[src/sv/df1_frame_encoder_defines.svh]
// ----------------------------------------------------------------------------
// DF1 frame encoder assertion macros
// Shared property wrappers for the encoder modules.
// ----------------------------------------------------------------------------
`ifndef DF1_FRAME_ENCODER_DEFINES_SVH
`define DF1_FRAME_ENCODER_DEFINES_SVH

// Checked outside reset only.
`define DF1FE_ASSERT(lbl, prop, msg) \
  lbl: assert property (@(posedge clk) disable iff (!rst_n) prop) else $error(msg);

// Checked at every edge, reset included.
`define DF1FE_ASSERT_ALWAYS(lbl, prop, msg) \
  lbl: assert property (@(posedge clk) prop) else $error(msg);

`endif

[src/sv/df1fe_pkg.sv]
// ----------------------------------------------------------------------------
// DF1 frame encoder package
// Symbols, result step codes, item type and the CRC-16 byte fold.
// ----------------------------------------------------------------------------
package df1fe_pkg;

  localparam logic [7:0]  SYM_DLE  = 8'h10;
  localparam logic [7:0]  SYM_STX  = 8'h02;
  localparam logic [7:0]  SYM_ETX  = 8'h03;
  localparam logic [15:0] CRC_POLY = 16'hA001;

  localparam int unsigned NUM_STEPS = 8;

  // One-hot result steps, in emission order.
  localparam logic [NUM_STEPS-1:0] STEP_HDR_DLE = 8'b0000_0001;
  localparam logic [NUM_STEPS-1:0] STEP_STX     = 8'b0000_0010;
  localparam logic [NUM_STEPS-1:0] STEP_ESC     = 8'b0000_0100;
  localparam logic [NUM_STEPS-1:0] STEP_BODY    = 8'b0000_1000;
  localparam logic [NUM_STEPS-1:0] STEP_TRL_DLE = 8'b0001_0000;
  localparam logic [NUM_STEPS-1:0] STEP_ETX     = 8'b0010_0000;
  localparam logic [NUM_STEPS-1:0] STEP_CRC_LO  = 8'b0100_0000;
  localparam logic [NUM_STEPS-1:0] STEP_CRC_HI  = 8'b1000_0000;

  typedef logic [NUM_STEPS-1:0] step_mask_t;

  typedef struct packed {
    logic [7:0] body_byte;
    logic       first_byte;
    logic       last_byte;
  } item_t;

  typedef struct packed {
    logic  load;
    item_t item;
  } crc_ctl_t;

  // Reflected CRC-16, one byte, LSB first.
  function automatic logic [15:0] crc_fold(input logic [15:0] crc, input logic [7:0] value);
    logic [15:0] c;
    c = crc ^ {8'h00, value};
    for (int i = 0; i < 8; i++) begin
      if (c[0]) c = (c >> 1) ^ CRC_POLY;
      else      c = c >> 1;
    end
    return c;
  endfunction

endpackage

[src/sv/df1fe_in_stage.sv]
// ----------------------------------------------------------------------------
// DF1 frame encoder input stage
// One-entry input register; refills in the cycle it is drained.
// ----------------------------------------------------------------------------
module df1fe_in_stage (
  input  logic            clk,
  input  logic            rst_n,
  input  logic            in_valid,
  output logic            in_stall,
  input  df1fe_pkg::item_t in_item,
  input  logic            take,
  output logic            item_vld,
  output df1fe_pkg::item_t item
);
  import df1fe_pkg::*;

  logic  vld_r, vld_nxt;
  item_t item_r;
  logic  accept;

  assign in_stall = vld_r && !take;
  assign accept   = in_valid && !in_stall;

  always_comb begin
    vld_nxt = vld_r;
    if (accept)    vld_nxt = 1'b1;
    else if (take) vld_nxt = 1'b0;
  end

  always_ff @(posedge clk) begin
    if (!rst_n) begin
      vld_r <= 1'b0;
    end else begin
      vld_r <= vld_nxt;
    end
  end

  always_ff @(posedge clk) begin
    if (accept) begin
      item_r <= in_item;
    end
  end

  assign item_vld = vld_r;
  assign item     = item_r;

endmodule

[src/sv/df1fe_crc.sv]
// ----------------------------------------------------------------------------
// DF1 frame encoder CRC
// Running CRC-16; body byte folded at load, ETX folded in the cycle after.
// ----------------------------------------------------------------------------
module df1fe_crc (
  input  logic                clk,
  input  logic                rst_n,
  input  df1fe_pkg::crc_ctl_t ctl,
  output logic [15:0]         crc
);
  import df1fe_pkg::*;

  logic [15:0] crc_r, crc_nxt;
  logic        etx_pend_r, etx_pend_nxt;
  logic [15:0] crc_base;

  assign crc_base = ctl.item.first_byte ? 16'h0000 : crc_r;

  // A closing word holds the sequencer for at least five results, so the
  // ETX fold never meets the next load.
  always_comb begin
    crc_nxt      = crc_r;
    etx_pend_nxt = 1'b0;
    if (ctl.load) begin
      crc_nxt      = crc_fold(crc_base, ctl.item.body_byte);
      etx_pend_nxt = ctl.item.last_byte;
    end else if (etx_pend_r) begin
      crc_nxt = crc_fold(crc_r, SYM_ETX);
    end
  end

  always_ff @(posedge clk) begin
    if (!rst_n) begin
      crc_r      <= 16'h0000;
      etx_pend_r <= 1'b0;
    end else begin
      crc_r      <= crc_nxt;
      etx_pend_r <= etx_pend_nxt;
    end
  end

  assign crc = crc_r;

endmodule

[src/sv/df1fe_seq.sv]
// ----------------------------------------------------------------------------
// DF1 frame encoder sequencer
// Holds the current word's pending result steps and emits one per cycle while out_stall is low.
// ----------------------------------------------------------------------------
`include "df1_frame_encoder_defines.svh"

module df1fe_seq (
  input  logic                 clk,
  input  logic                 rst_n,
  input  logic                 item_vld,
  input  df1fe_pkg::item_t     item,
  output logic                 take,
  output df1fe_pkg::crc_ctl_t  crc_ctl,
  input  logic [15:0]          crc,
  output logic                 out_valid,
  input  logic                 out_stall,
  output logic [7:0]           out_byte,
  output logic                 out_end_of_run,
  output logic                 out_end_of_frame
);
  import df1fe_pkg::*;

  step_mask_t rem_r, rem_nxt;
  step_mask_t cur;
  step_mask_t rem_left;
  step_mask_t load_mask;
  logic [7:0] byte_r;
  logic       advance;
  logic       finishing;

  assign cur       = rem_r & (~rem_r + step_mask_t'(1));
  assign rem_left  = rem_r & ~cur;
  assign out_valid = |rem_r;
  assign advance   = out_valid && !out_stall;
  assign finishing = advance && (rem_left == '0);
  assign take      = item_vld && (!out_valid || finishing);

  assign load_mask = {{4{item.last_byte}}, 1'b1, item.body_byte == SYM_DLE,
                      {2{item.first_byte}}};

  always_comb begin
    rem_nxt = rem_r;
    if (take)         rem_nxt = load_mask;
    else if (advance) rem_nxt = rem_left;
  end

  always_ff @(posedge clk) begin
    if (!rst_n) begin
      rem_r <= '0;
    end else begin
      rem_r <= rem_nxt;
    end
  end

  always_ff @(posedge clk) begin
    if (take) begin
      byte_r <= item.body_byte;
    end
  end

  assign crc_ctl.load = take;
  assign crc_ctl.item = item;

  always_comb begin
    case (cur)
      STEP_HDR_DLE: out_byte = SYM_DLE;
      STEP_STX:     out_byte = SYM_STX;
      STEP_ESC:     out_byte = SYM_DLE;
      STEP_BODY:    out_byte = byte_r;
      STEP_TRL_DLE: out_byte = SYM_DLE;
      STEP_ETX:     out_byte = SYM_ETX;
      STEP_CRC_LO:  out_byte = crc[7:0];
      STEP_CRC_HI:  out_byte = crc[15:8];
      default:      out_byte = 8'h00;
    endcase
  end

  assign out_end_of_run   = out_valid && (rem_left == '0);
  assign out_end_of_frame = out_valid && (cur == STEP_CRC_HI);

  `DF1FE_ASSERT_ALWAYS(a_idle_after_rst, !rst_n |=> !out_valid, "results pending after reset")
  `DF1FE_ASSERT(a_one_step, out_valid |-> $onehot(cur), "current step not one-hot")
  `DF1FE_ASSERT(a_eof_ends_run, out_valid && out_end_of_frame |-> out_end_of_run,
                "frame end not on last result of the word")
  `DF1FE_ASSERT(a_hdr_first, take && item.first_byte |=> out_byte == SYM_DLE && cur == STEP_HDR_DLE,
                "opening word does not start with DLE")

endmodule

[src/sv/df1_frame_encoder.sv]
// ----------------------------------------------------------------------------
// DF1 frame encoder
// Frames and escapes a DF1 body byte stream and appends DLE ETX and CRC-16.
// ----------------------------------------------------------------------------
// channel  direction  handshake           payload
// in       input      in_valid/in_stall   in_body_byte, in_first_byte, in_last_byte
// out      output     out_valid/out_stall out_byte, out_end_of_run, out_end_of_frame
//
// A word holds the sequencer until all its results are taken; it makes
// 1 for a plain byte, +1 for an escaped DLE, +2 on first, +4 on last (max 8).
// The input register refills in the cycle the last result is taken, so plain
// bytes stream at one word per cycle while out_stall is low.
// rst_n clears the CRC and drops all pending results; out_stall freezes the
// sequencer and backs up into in_stall once the input register is full.
// ----------------------------------------------------------------------------
module df1_frame_encoder (
  input  logic       clk,
  input  logic       rst_n,
  input  logic       in_valid,
  output logic       in_stall,
  input  logic [7:0] in_body_byte,
  input  logic       in_first_byte,
  input  logic       in_last_byte,
  output logic       out_valid,
  input  logic       out_stall,
  output logic [7:0] out_byte,
  output logic       out_end_of_run,
  output logic       out_end_of_frame
);
  import df1fe_pkg::*;

  item_t       in_item;
  item_t       item;
  logic        item_vld;
  logic        take;
  crc_ctl_t    crc_ctl;
  logic [15:0] crc;

  assign in_item.body_byte  = in_body_byte;
  assign in_item.first_byte = in_first_byte;
  assign in_item.last_byte  = in_last_byte;

  df1fe_in_stage u_in_stage (
    .clk      (clk),
    .rst_n    (rst_n),
    .in_valid (in_valid),
    .in_stall (in_stall),
    .in_item  (in_item),
    .take     (take),
    .item_vld (item_vld),
    .item     (item)
  );

  df1fe_crc u_crc (
    .clk   (clk),
    .rst_n (rst_n),
    .ctl   (crc_ctl),
    .crc   (crc)
  );

  df1fe_seq u_seq (
    .clk              (clk),
    .rst_n            (rst_n),
    .item_vld         (item_vld),
    .item             (item),
    .take             (take),
    .crc_ctl          (crc_ctl),
    .crc              (crc),
    .out_valid        (out_valid),
    .out_stall        (out_stall),
    .out_byte         (out_byte),
    .out_end_of_run   (out_end_of_run),
    .out_end_of_frame (out_end_of_frame)
  );

endmodule
[config.mk]
export PLATFORM = sky130hd
export DESIGN_NAME = df1_frame_encoder
export DESIGN_NICKNAME = d
export VERILOG_FILES = /design/src/sv/df1fe_pkg.sv /design/src/sv/df1fe_in_stage.sv /design/src/sv/df1fe_crc.sv /design/src/sv/df1fe_seq.sv /design/src/sv/df1_frame_encoder.sv
export VERILOG_INCLUDE_DIRS = /design/src /design/src/sv
export SDC_FILE = /design/constraint.sdc
export NUM_CORES = 1
export LEC_CHECK = 0
export BUFFER_PORTS_ARGS = -buffer_cell sky130_fd_sc_hd__clkbuf_2
export CAP_MARGIN = 20
export CORE_MARGIN = 2
export CORE_UTILIZATION = 55
export CTS_BUF_LIST = sky130_fd_sc_hd__clkbuf_4 sky130_fd_sc_hd__clkbuf_8 sky130_fd_sc_hd__clkbuf_16
export DETAILED_ROUTE_END_ITERATION = 6
export PLACE_DENSITY = 0.78
export SLEW_MARGIN = 15
export SYNTH_ARGS = -nofsm -noshare
export SYNTH_HDL_FRONTEND = slang
export SYNTH_SLANG_ARGS = --single-unit
[constraint.sdc]
create_clock -name clk -period 2.7 [get_ports clk]
set_clock_uncertainty 0.1 [all_clocks]
set_input_delay 0 -clock clk [delete_from_list [all_inputs] [get_ports clk]]
set_output_delay 0 -clock clk [all_outputs]
set_load 0.01 [all_outputs]
==> results of run 1 <==
-- stage by stage --
step | utilization [%] | cell area, um2 | setup slack (ns) | std cells
final | 66.7 | 2890 | 0.308 | 340
after global placement | 61.1 | 2640 | 0.379 | 319
after floorplan | - | 2470 | 0.204 | 250
after CTS | 66.7 | 2890 | 0.299 | 340
after global routing | 66.7 | 2890 | 0.146 | 340
after detailed placement | 61.1 | 2640 | 0.312 | 319
-- placed cells by master, fill, tap and decap left out, types with 2 or more instances in the layout --
cell,instances
a211o_1,4
a211oi_1,9
a21oi_1,16
a222oi_1,6
and2_1,6
and3b_1,5
buf_4,6
clkbuf_2,25
clkbuf_8,5
dfxtp_1,26
dlygate4sd3_1,13
edfxtp_1,18
inv_1,8
nand2_1,19
nand3_1,2
nor2_1,33
nor2b_1,6
nor3_1,2
nor3b_1,5
nor4b_1,2
o21ai_0,5
o31a_1,6
o31ai_1,2
xnor2_1,26
xnor3_1,5
xor2_1,4
-- kinds of logic (layout without fill, tap and decap cells) --
logic type      after synthesis  after routing
simple gates                 89             89
buf+inv                      23             61
fa+ha+maj                     2              2
mux                           1              1
compound gates               56             56
flops                        44             44
xor+xnor                     35             35
-- metal layers --
metal  up-vias  routed length (um)  global-route usage (%)  part of all wire [%]
met5         -                   0                       0                     0
met4         0                 106                    9.43                   1.9
met3        13                 345                    4.42                   6.2
met2        75                2670                    38.1                    48
met1       934                2450                    31.1                    44
li1        976                   -                       -                     -
-- critical path, cell delays in order, from the launching register on --
cell     delay (ns)
dfxtp_1        0.39
nor4_4         0.35
nand2_2        0.15
maj3_2         0.36
nor4b_4        0.31
buf_12         0.26
nor2_1         0.07
o31a_1         0.29
-- registers in the layout (all words and copies together) (netlist names) --
| register | flops |
|---|---|
| u_crc.crc | 16 |
| u_in_stage.item | 10 |
| u_seq.byte_r | 8 |
| u_seq.rem_r | 8 |
| u_crc.etx_pend_r | 1 |
| u_in_stage.item_vld | 1 |
-- cell type report --
class / count / area [um2] / share of cell area (%)
Inverter: 8 / 30.0 / 1.04
Tap cell: 52 / 65.1 / 2.25
Clock inverter: 3 / 42.5 / 1.47
Timing Repair Buffer: 45 / 320 / 11.1
Multi-Input combinational cell: 183 / 1300 / 45.0
Clock buffer: 5 / 68.8 / 2.39
Sequential cell: 44 / 1060 / 36.8
-- repair_timing --
item,in CTS,in global routing
hold buffers,13,0
resized for setup,0,0
hold endpoints to repair,20,0
-- power groups by stage --
stage                     Sequential [mW]  Clock, mW  Combinational (mW)
after floorplan                     0.822          0               0.459
after global placement              0.854          0               0.548
after detailed placement            0.856          0               0.560
after CTS                           0.841      0.516               0.577
after global routing                0.852      0.543               0.632
final                               0.843      0.508               0.576
-- worst max-delay path by stage --
stage | cells past startpoint | from | end | slack, ns
after detailed placement | 7 | u_seq.rem_r[0] | u_crc.crc[4] | 0.31
after floorplan | 6 | u_seq.rem_r[3] | u_in_stage.item[0] | 0.20
after global placement | 7 | u_seq.rem_r[0] | u_crc.crc[3] | 0.38
after CTS | 7 | u_seq.rem_r[0] | u_crc.crc[2] | 0.30
after global routing | 7 | u_seq.rem_r[0] | u_crc.crc[2] | 0.15
final | 7 | u_seq.rem_r[0] | u_crc.crc[2] | 0.31
==> results.md, run 1 <==
* Port-buffer cells at 25
* FFs w/ async S/R, synth at 0%
* Leakage Power at 1.14 nW
* Min Hold Slack at 0.315 ns
* Vias in the first global route at 1,891
* CTS buffer count at 5
* Slew Viols, Final at 0
* H-tree depth at 2
* Psw at 0.601 mW
* Synth-to-layout area growth at 17.0%
* Initial Util at 57.0%
* Worst-path fanout max at 48
* Final WL at 5570 um
* Final setup fails at 0
* Synth Area in XOR/XNOR at 15.2%
* Routability Congestion at 0.917
* Final Cycle Share at 88.6%
* Post-synth top flop: dfxtp_1
* Routed Antenna Nets at 0
* Setup TNS at 0 ns
* Largest family of logic cells by synthesized area: simple AND/OR/NAND/NOR gates
* Synth Area in Simple Gates at 19.7%
* Mux share of post-synthesis cell area at 0.406%
* Filler Cells Inserted at 362
* Dpl hpwl at 3780 um
* Maximum clock frequency at 418 MHz
* Global route overflow at 0
* Pin slew with the least headroom to its limit at 0.683 ns
* Outcome: complete, no violations
* #FFs+latches synth at 44
* Die area at 5040 um2
* # rows at 24
* Seq/Total Area, Yosys at 43.0%
* Gate power share at 29.9%
* Post-Synth Adder-Cell Area at 0.863%
* Cell taking the most area after synthesis: edfxtp_1
* Reg2reg end: u_crc.crc[2]
* Worst hold path depth at 2
* RSZ-0062 raised after global routing: false
* CTS tree: done
* PnR Total Power at 1.93 mW
* RR Startpoint: u_seq.rem_r[0]
* Worst-case clock buffer depth at 2
* Vias per cell at 5.88
* Post-synth top area share at 21.9%
* Shortest period the worst path allows at 2.39 ns
* Hold Path Class: in -> reg
* Via count at 1,998
* Syn_area_per_cell at 9.86 um2
* Nets at 301
* Netlist cell types at 46
* Die Ht at 71.0 um
* Most frequent cell after synthesis: nor2_1
* Clock share of power at 26.4%
* Peak VDD IR at 0.396 mV
* CTS root buffer: clkbuf_8
* First-pass GRT wire length at 9160 um
* Area of the mapped netlist at 2470 um2
* # DRC at 0
* Reg2Reg Setup Slack at 0.31 ns
* Power per cell area at 668 nW/um2
* CP Launch Type: register
* Critical Path Sink Type: register
* Synthesized Nets at 264
* # diodes at 0
* Max Cap Viol at 0
* Worst rel slew slack at 54.4%
* Starting DRT DRC Count at 178
* Area contributors post-synth: edfxtp_1 (22%), dfxtp_1 (21%), xnor2_1 (9.2%)
* CTS sink count at 44
* Initial antenna violation count at 0
* Crit Path Class: reg -> reg
* Worst-path clk slew at 0.09 ns
* Seq pwr share at 43.7%
* Compound-gate portion of the synthesized area at 16.4%
* Postcts setup bufs at 0
* Yosys Warn Count at 0
* Router iterations before antenna repair at 4
* Synth cell count leaders: nor2_1 (33), dfxtp_1 (26), xnor2_1 (26)
* WL per Instance at 16.4 um
* R2r worst-path depth at 7
* Die width at 71.0 um
* Internal power at 1.33 mW
* Worst hold endpoint: u_in_stage.item[0]
* Hold Crit Start: in_last_byte
* Arrival time at the worst endpoint at 2.49 ns
* EDFF count, synth at 18
* Clock Latency Late Sink at 0.30 ns
* Final Hold Vio Count at 0
* Switching portion of total power at 31.2%
* Share of cells above drive strength 1 at 16.0%
* Total GRT Usage at 23.5%
* Core area at 4320 um2
* Synthesized instance count at 250
* Ports at 26
* Critical Path RT at 2.80 ns
* Largest net degree at the start of global routing at 49
Note: power is estimated with default switching activity, not from simulation.
==> run 2: changes to the inputs <==
- CORE_UTILIZATION: 55 -> 53
- PLACE_DENSITY: 0.78 -> 0.79
- clock period: 2.7 -> 2.2 ns (I/O delays scaled with it)
==> run 2 against run 1 <==
Effect of this change:
- the flow now finishes with violations (negative setup slack)
- power grew 30%
- critical endpoint is now u_seq.rem_r[5]
- first-iteration DRC count grew 16%
- register-to-register slack lost 0.35 ns
- highest routed layer unchanged
- non-clock buffer count grew 37
- count of clock-buffer cells in the layout grew 2
==> results.md, run 2 (synthesized netlist as in run 1, its figures left out) <==
* Outcome: finished with violations
* Violated checks: negative setup slack
* Worst hold endpoint: u_in_stage.item[7]
* Most frequent cells in the layout: buf_4 (39), nor2_1 (26), clkbuf_2 (24), xnor2_1 (23), dfxtp_1 (22)
* Router iterations before antenna repair at 5 (+1)
* CTS sink count at 44 (unchanged)
* Fin cells at 378 (+11%)
* Die width at 72.2 um (+1.8%)
* Clock Latency Late Sink at 0.30 ns (about the same)
* Final Hold Vio Count at 0 (unchanged)
* Final WL at 6800 um (+22%)
* R2r worst-path depth at 7 (unchanged)
* Routed Antenna Nets at 0 (unchanged)
* Leakage Power at 1.35 nW (+19%)
* Peak VDD IR at 0.617 mV (+56%)
* Starting DRT DRC Count at 206 (+16%)
* Initial Util at 55.9% (-1.2 points)
* Final Cycle Share at 102% (+13 points)
* Power per cell area at 758 nW/um2 (+14%)
* Dpl hpwl at 4290 um (+14%)
* Reg2Reg Setup Slack at -0.04 ns (-0.35 ns)
* Placed Cells incl. Taps at 351 (+10%)
* Hold Path Class: in -> reg
* Final worst slack at -0.0425 ns (-0.350 ns)
* CTS buffer count at 5 (unchanged)
* Vias per cell at 5.87 (-0.19%)
* Vias in the first global route at 2,124 (+12%)
* Worst-path clk slew at 0.08 ns (about the same)
* Worst-path fanout max at 17 (-65%)
* CP Launch Type: register
* Final setup fails at 8 (+8)
* Slew Viols, Final at 0 (unchanged)
* Worst hold path depth at 2 (unchanged)
* Critical Path Sink Type: register
* Global route overflow at 0 (unchanged)
* Die Ht at 72.2 um (+1.8%)
* Largest net degree at the start of global routing at 22 (-55%)
* Port-buffer cells at 25 (unchanged)
* Routability Congestion at 0.868 (-5.3%)
* CTS tree: done
* Reg2reg end: u_seq.rem_r[5]
* Initial antenna violation count at 0 (unchanged)
* Worst rel slew slack at 69.7% (+15 points)
* Ports at 26 (unchanged)
* Share of cells above drive strength 1 at 33.1% (+17 points)
* RSZ-0062 raised after global routing: true
* Min Hold Slack at 0.314 ns (-0.000910 ns)
* Hold Crit Start: in_body_byte[5]
* PnR Total Power at 2.51 mW (+30%)
* # DRC at 0 (unchanged)
* CTS root buffer: clkbuf_8
* Pin slew with the least headroom to its limit at 0.449 ns (-0.234 ns)
* Synth-to-layout area growth at 34.2%
* WL per Instance at 18.0 um (+9.8%)
* Critical Path RT at 2.32 ns (-0.48 ns)
* RR Startpoint: u_seq.rem_r[3]
* Total GRT Usage at 26.3% (+2.8 points)
* Max Cap Viol at 0 (unchanged)
* Via count at 2,217 (+11%)
* Maximum clock frequency at 446 MHz (+6.7%)
* Final Instance Area at 3310 um2 (+15%)
* # rows at 24 (unchanged)
* Placed Area at 2900 um2 (+9.8%)
* Shortest period the worst path allows at 2.24 ns (-0.150 ns)
* Die area at 5220 um2 (+3.6%)
* Nets at 339 (+13%)
* Core area at 4410 um2 (+2.1%)
* # diodes at 0 (unchanged)
* First-pass GRT wire length at 10,400 um (+14%)
* Max reg flops at 16 (unchanged)
* H-tree depth at 2 (unchanged)
* Commonest non-fill, non-tap cell in the layout: buf_4
* Crit Path Class: reg -> reg
* Arrival time at the worst endpoint at 2.36 ns (-0.13 ns)
* Worst-case clock buffer depth at 2 (unchanged)
run 2: critical path, cell delays in order, from the launching register on:
cell and delay [ns]:
dfxtp_4 0.37, or4_4 0.51, a21oi_2 0.13, a21oi_2 0.07
nor4b_4 0.33, buf_4 0.29, nand2_1 0.17, a21oi_1 0.20
run 2: layout make-up:
class                           instances  area [um2]
Sequential cell                        44        1070
Multi-Input combinational cell        184        1420
Clock buffer                            7        90.1
Fill cell                             286        1100
Clock inverter                          1        7.51
Tap cell                               52        65.1
Timing Repair Buffer                   82         633
Inverter                                8        30.0
run 2: how the worst max path moves through the flow:
stage | start | endpoint | slack [ns] | depth (start not counted)
final | u_seq.rem_r[3] | u_seq.rem_r[5] | -0.04 | 7
after CTS | u_seq.rem_r[0] | u_crc.crc[5] | -0.04 | 8
after floorplan | u_seq.rem_r[1] | u_seq.byte_r[0] | 0.001 | 6
after detailed placement | u_seq.rem_r[2] | u_crc.crc[5] | -0.02 | 7
after global routing | u_seq.rem_r[3] | u_seq.rem_r[5] | -0.17 | 7
after global placement | u_seq.rem_r[3] | u_crc.crc[3] | 0.01 | 7
run 2: where the power goes:
| part | switching [mW] | internal [mW] | total [mW] |
|---|---|---|---|
| logic | 0.467 | 0.482 | 0.949 |
| registers | 0.0736 | 0.937 | 1.01 |
| clock network | 0.281 | 0.268 | 0.549 |
run 2: per-stage QoR:
step,setup TNS [ns],worst slack [ns],util (%)
2_1_floorplan,0,0.00149,-
3_3_place_gp,0,0.0123,65.8
3_5_place_dp,-0.114,-0.0224,65.8
4_1_cts,-0.224,-0.0447,72.4
5_1_grt,-1.45,-0.169,75.0
6_report,-0.191,-0.0425,75.0
run 2: repair_timing:
item                                    in CTS  in global routing
hold buffers                                13                  0
gates resized for setup                      3                 30
buffers inserted                             3                  1
pin swaps                                    1                 17
endpoints found under the setup margin      12                 36
gates cloned                                 2                  2
hold endpoints to repair                    20                  0
run 2: routing by layer:
metal  vias up  wire length (um)  global-route usage, %
met3        12               446                   5.00
li1       1046                 -                      -
met1      1073              2850                   34.5
met5         -                 0                      0
met4         0               109                   7.76
met2        86              3390                   44.3
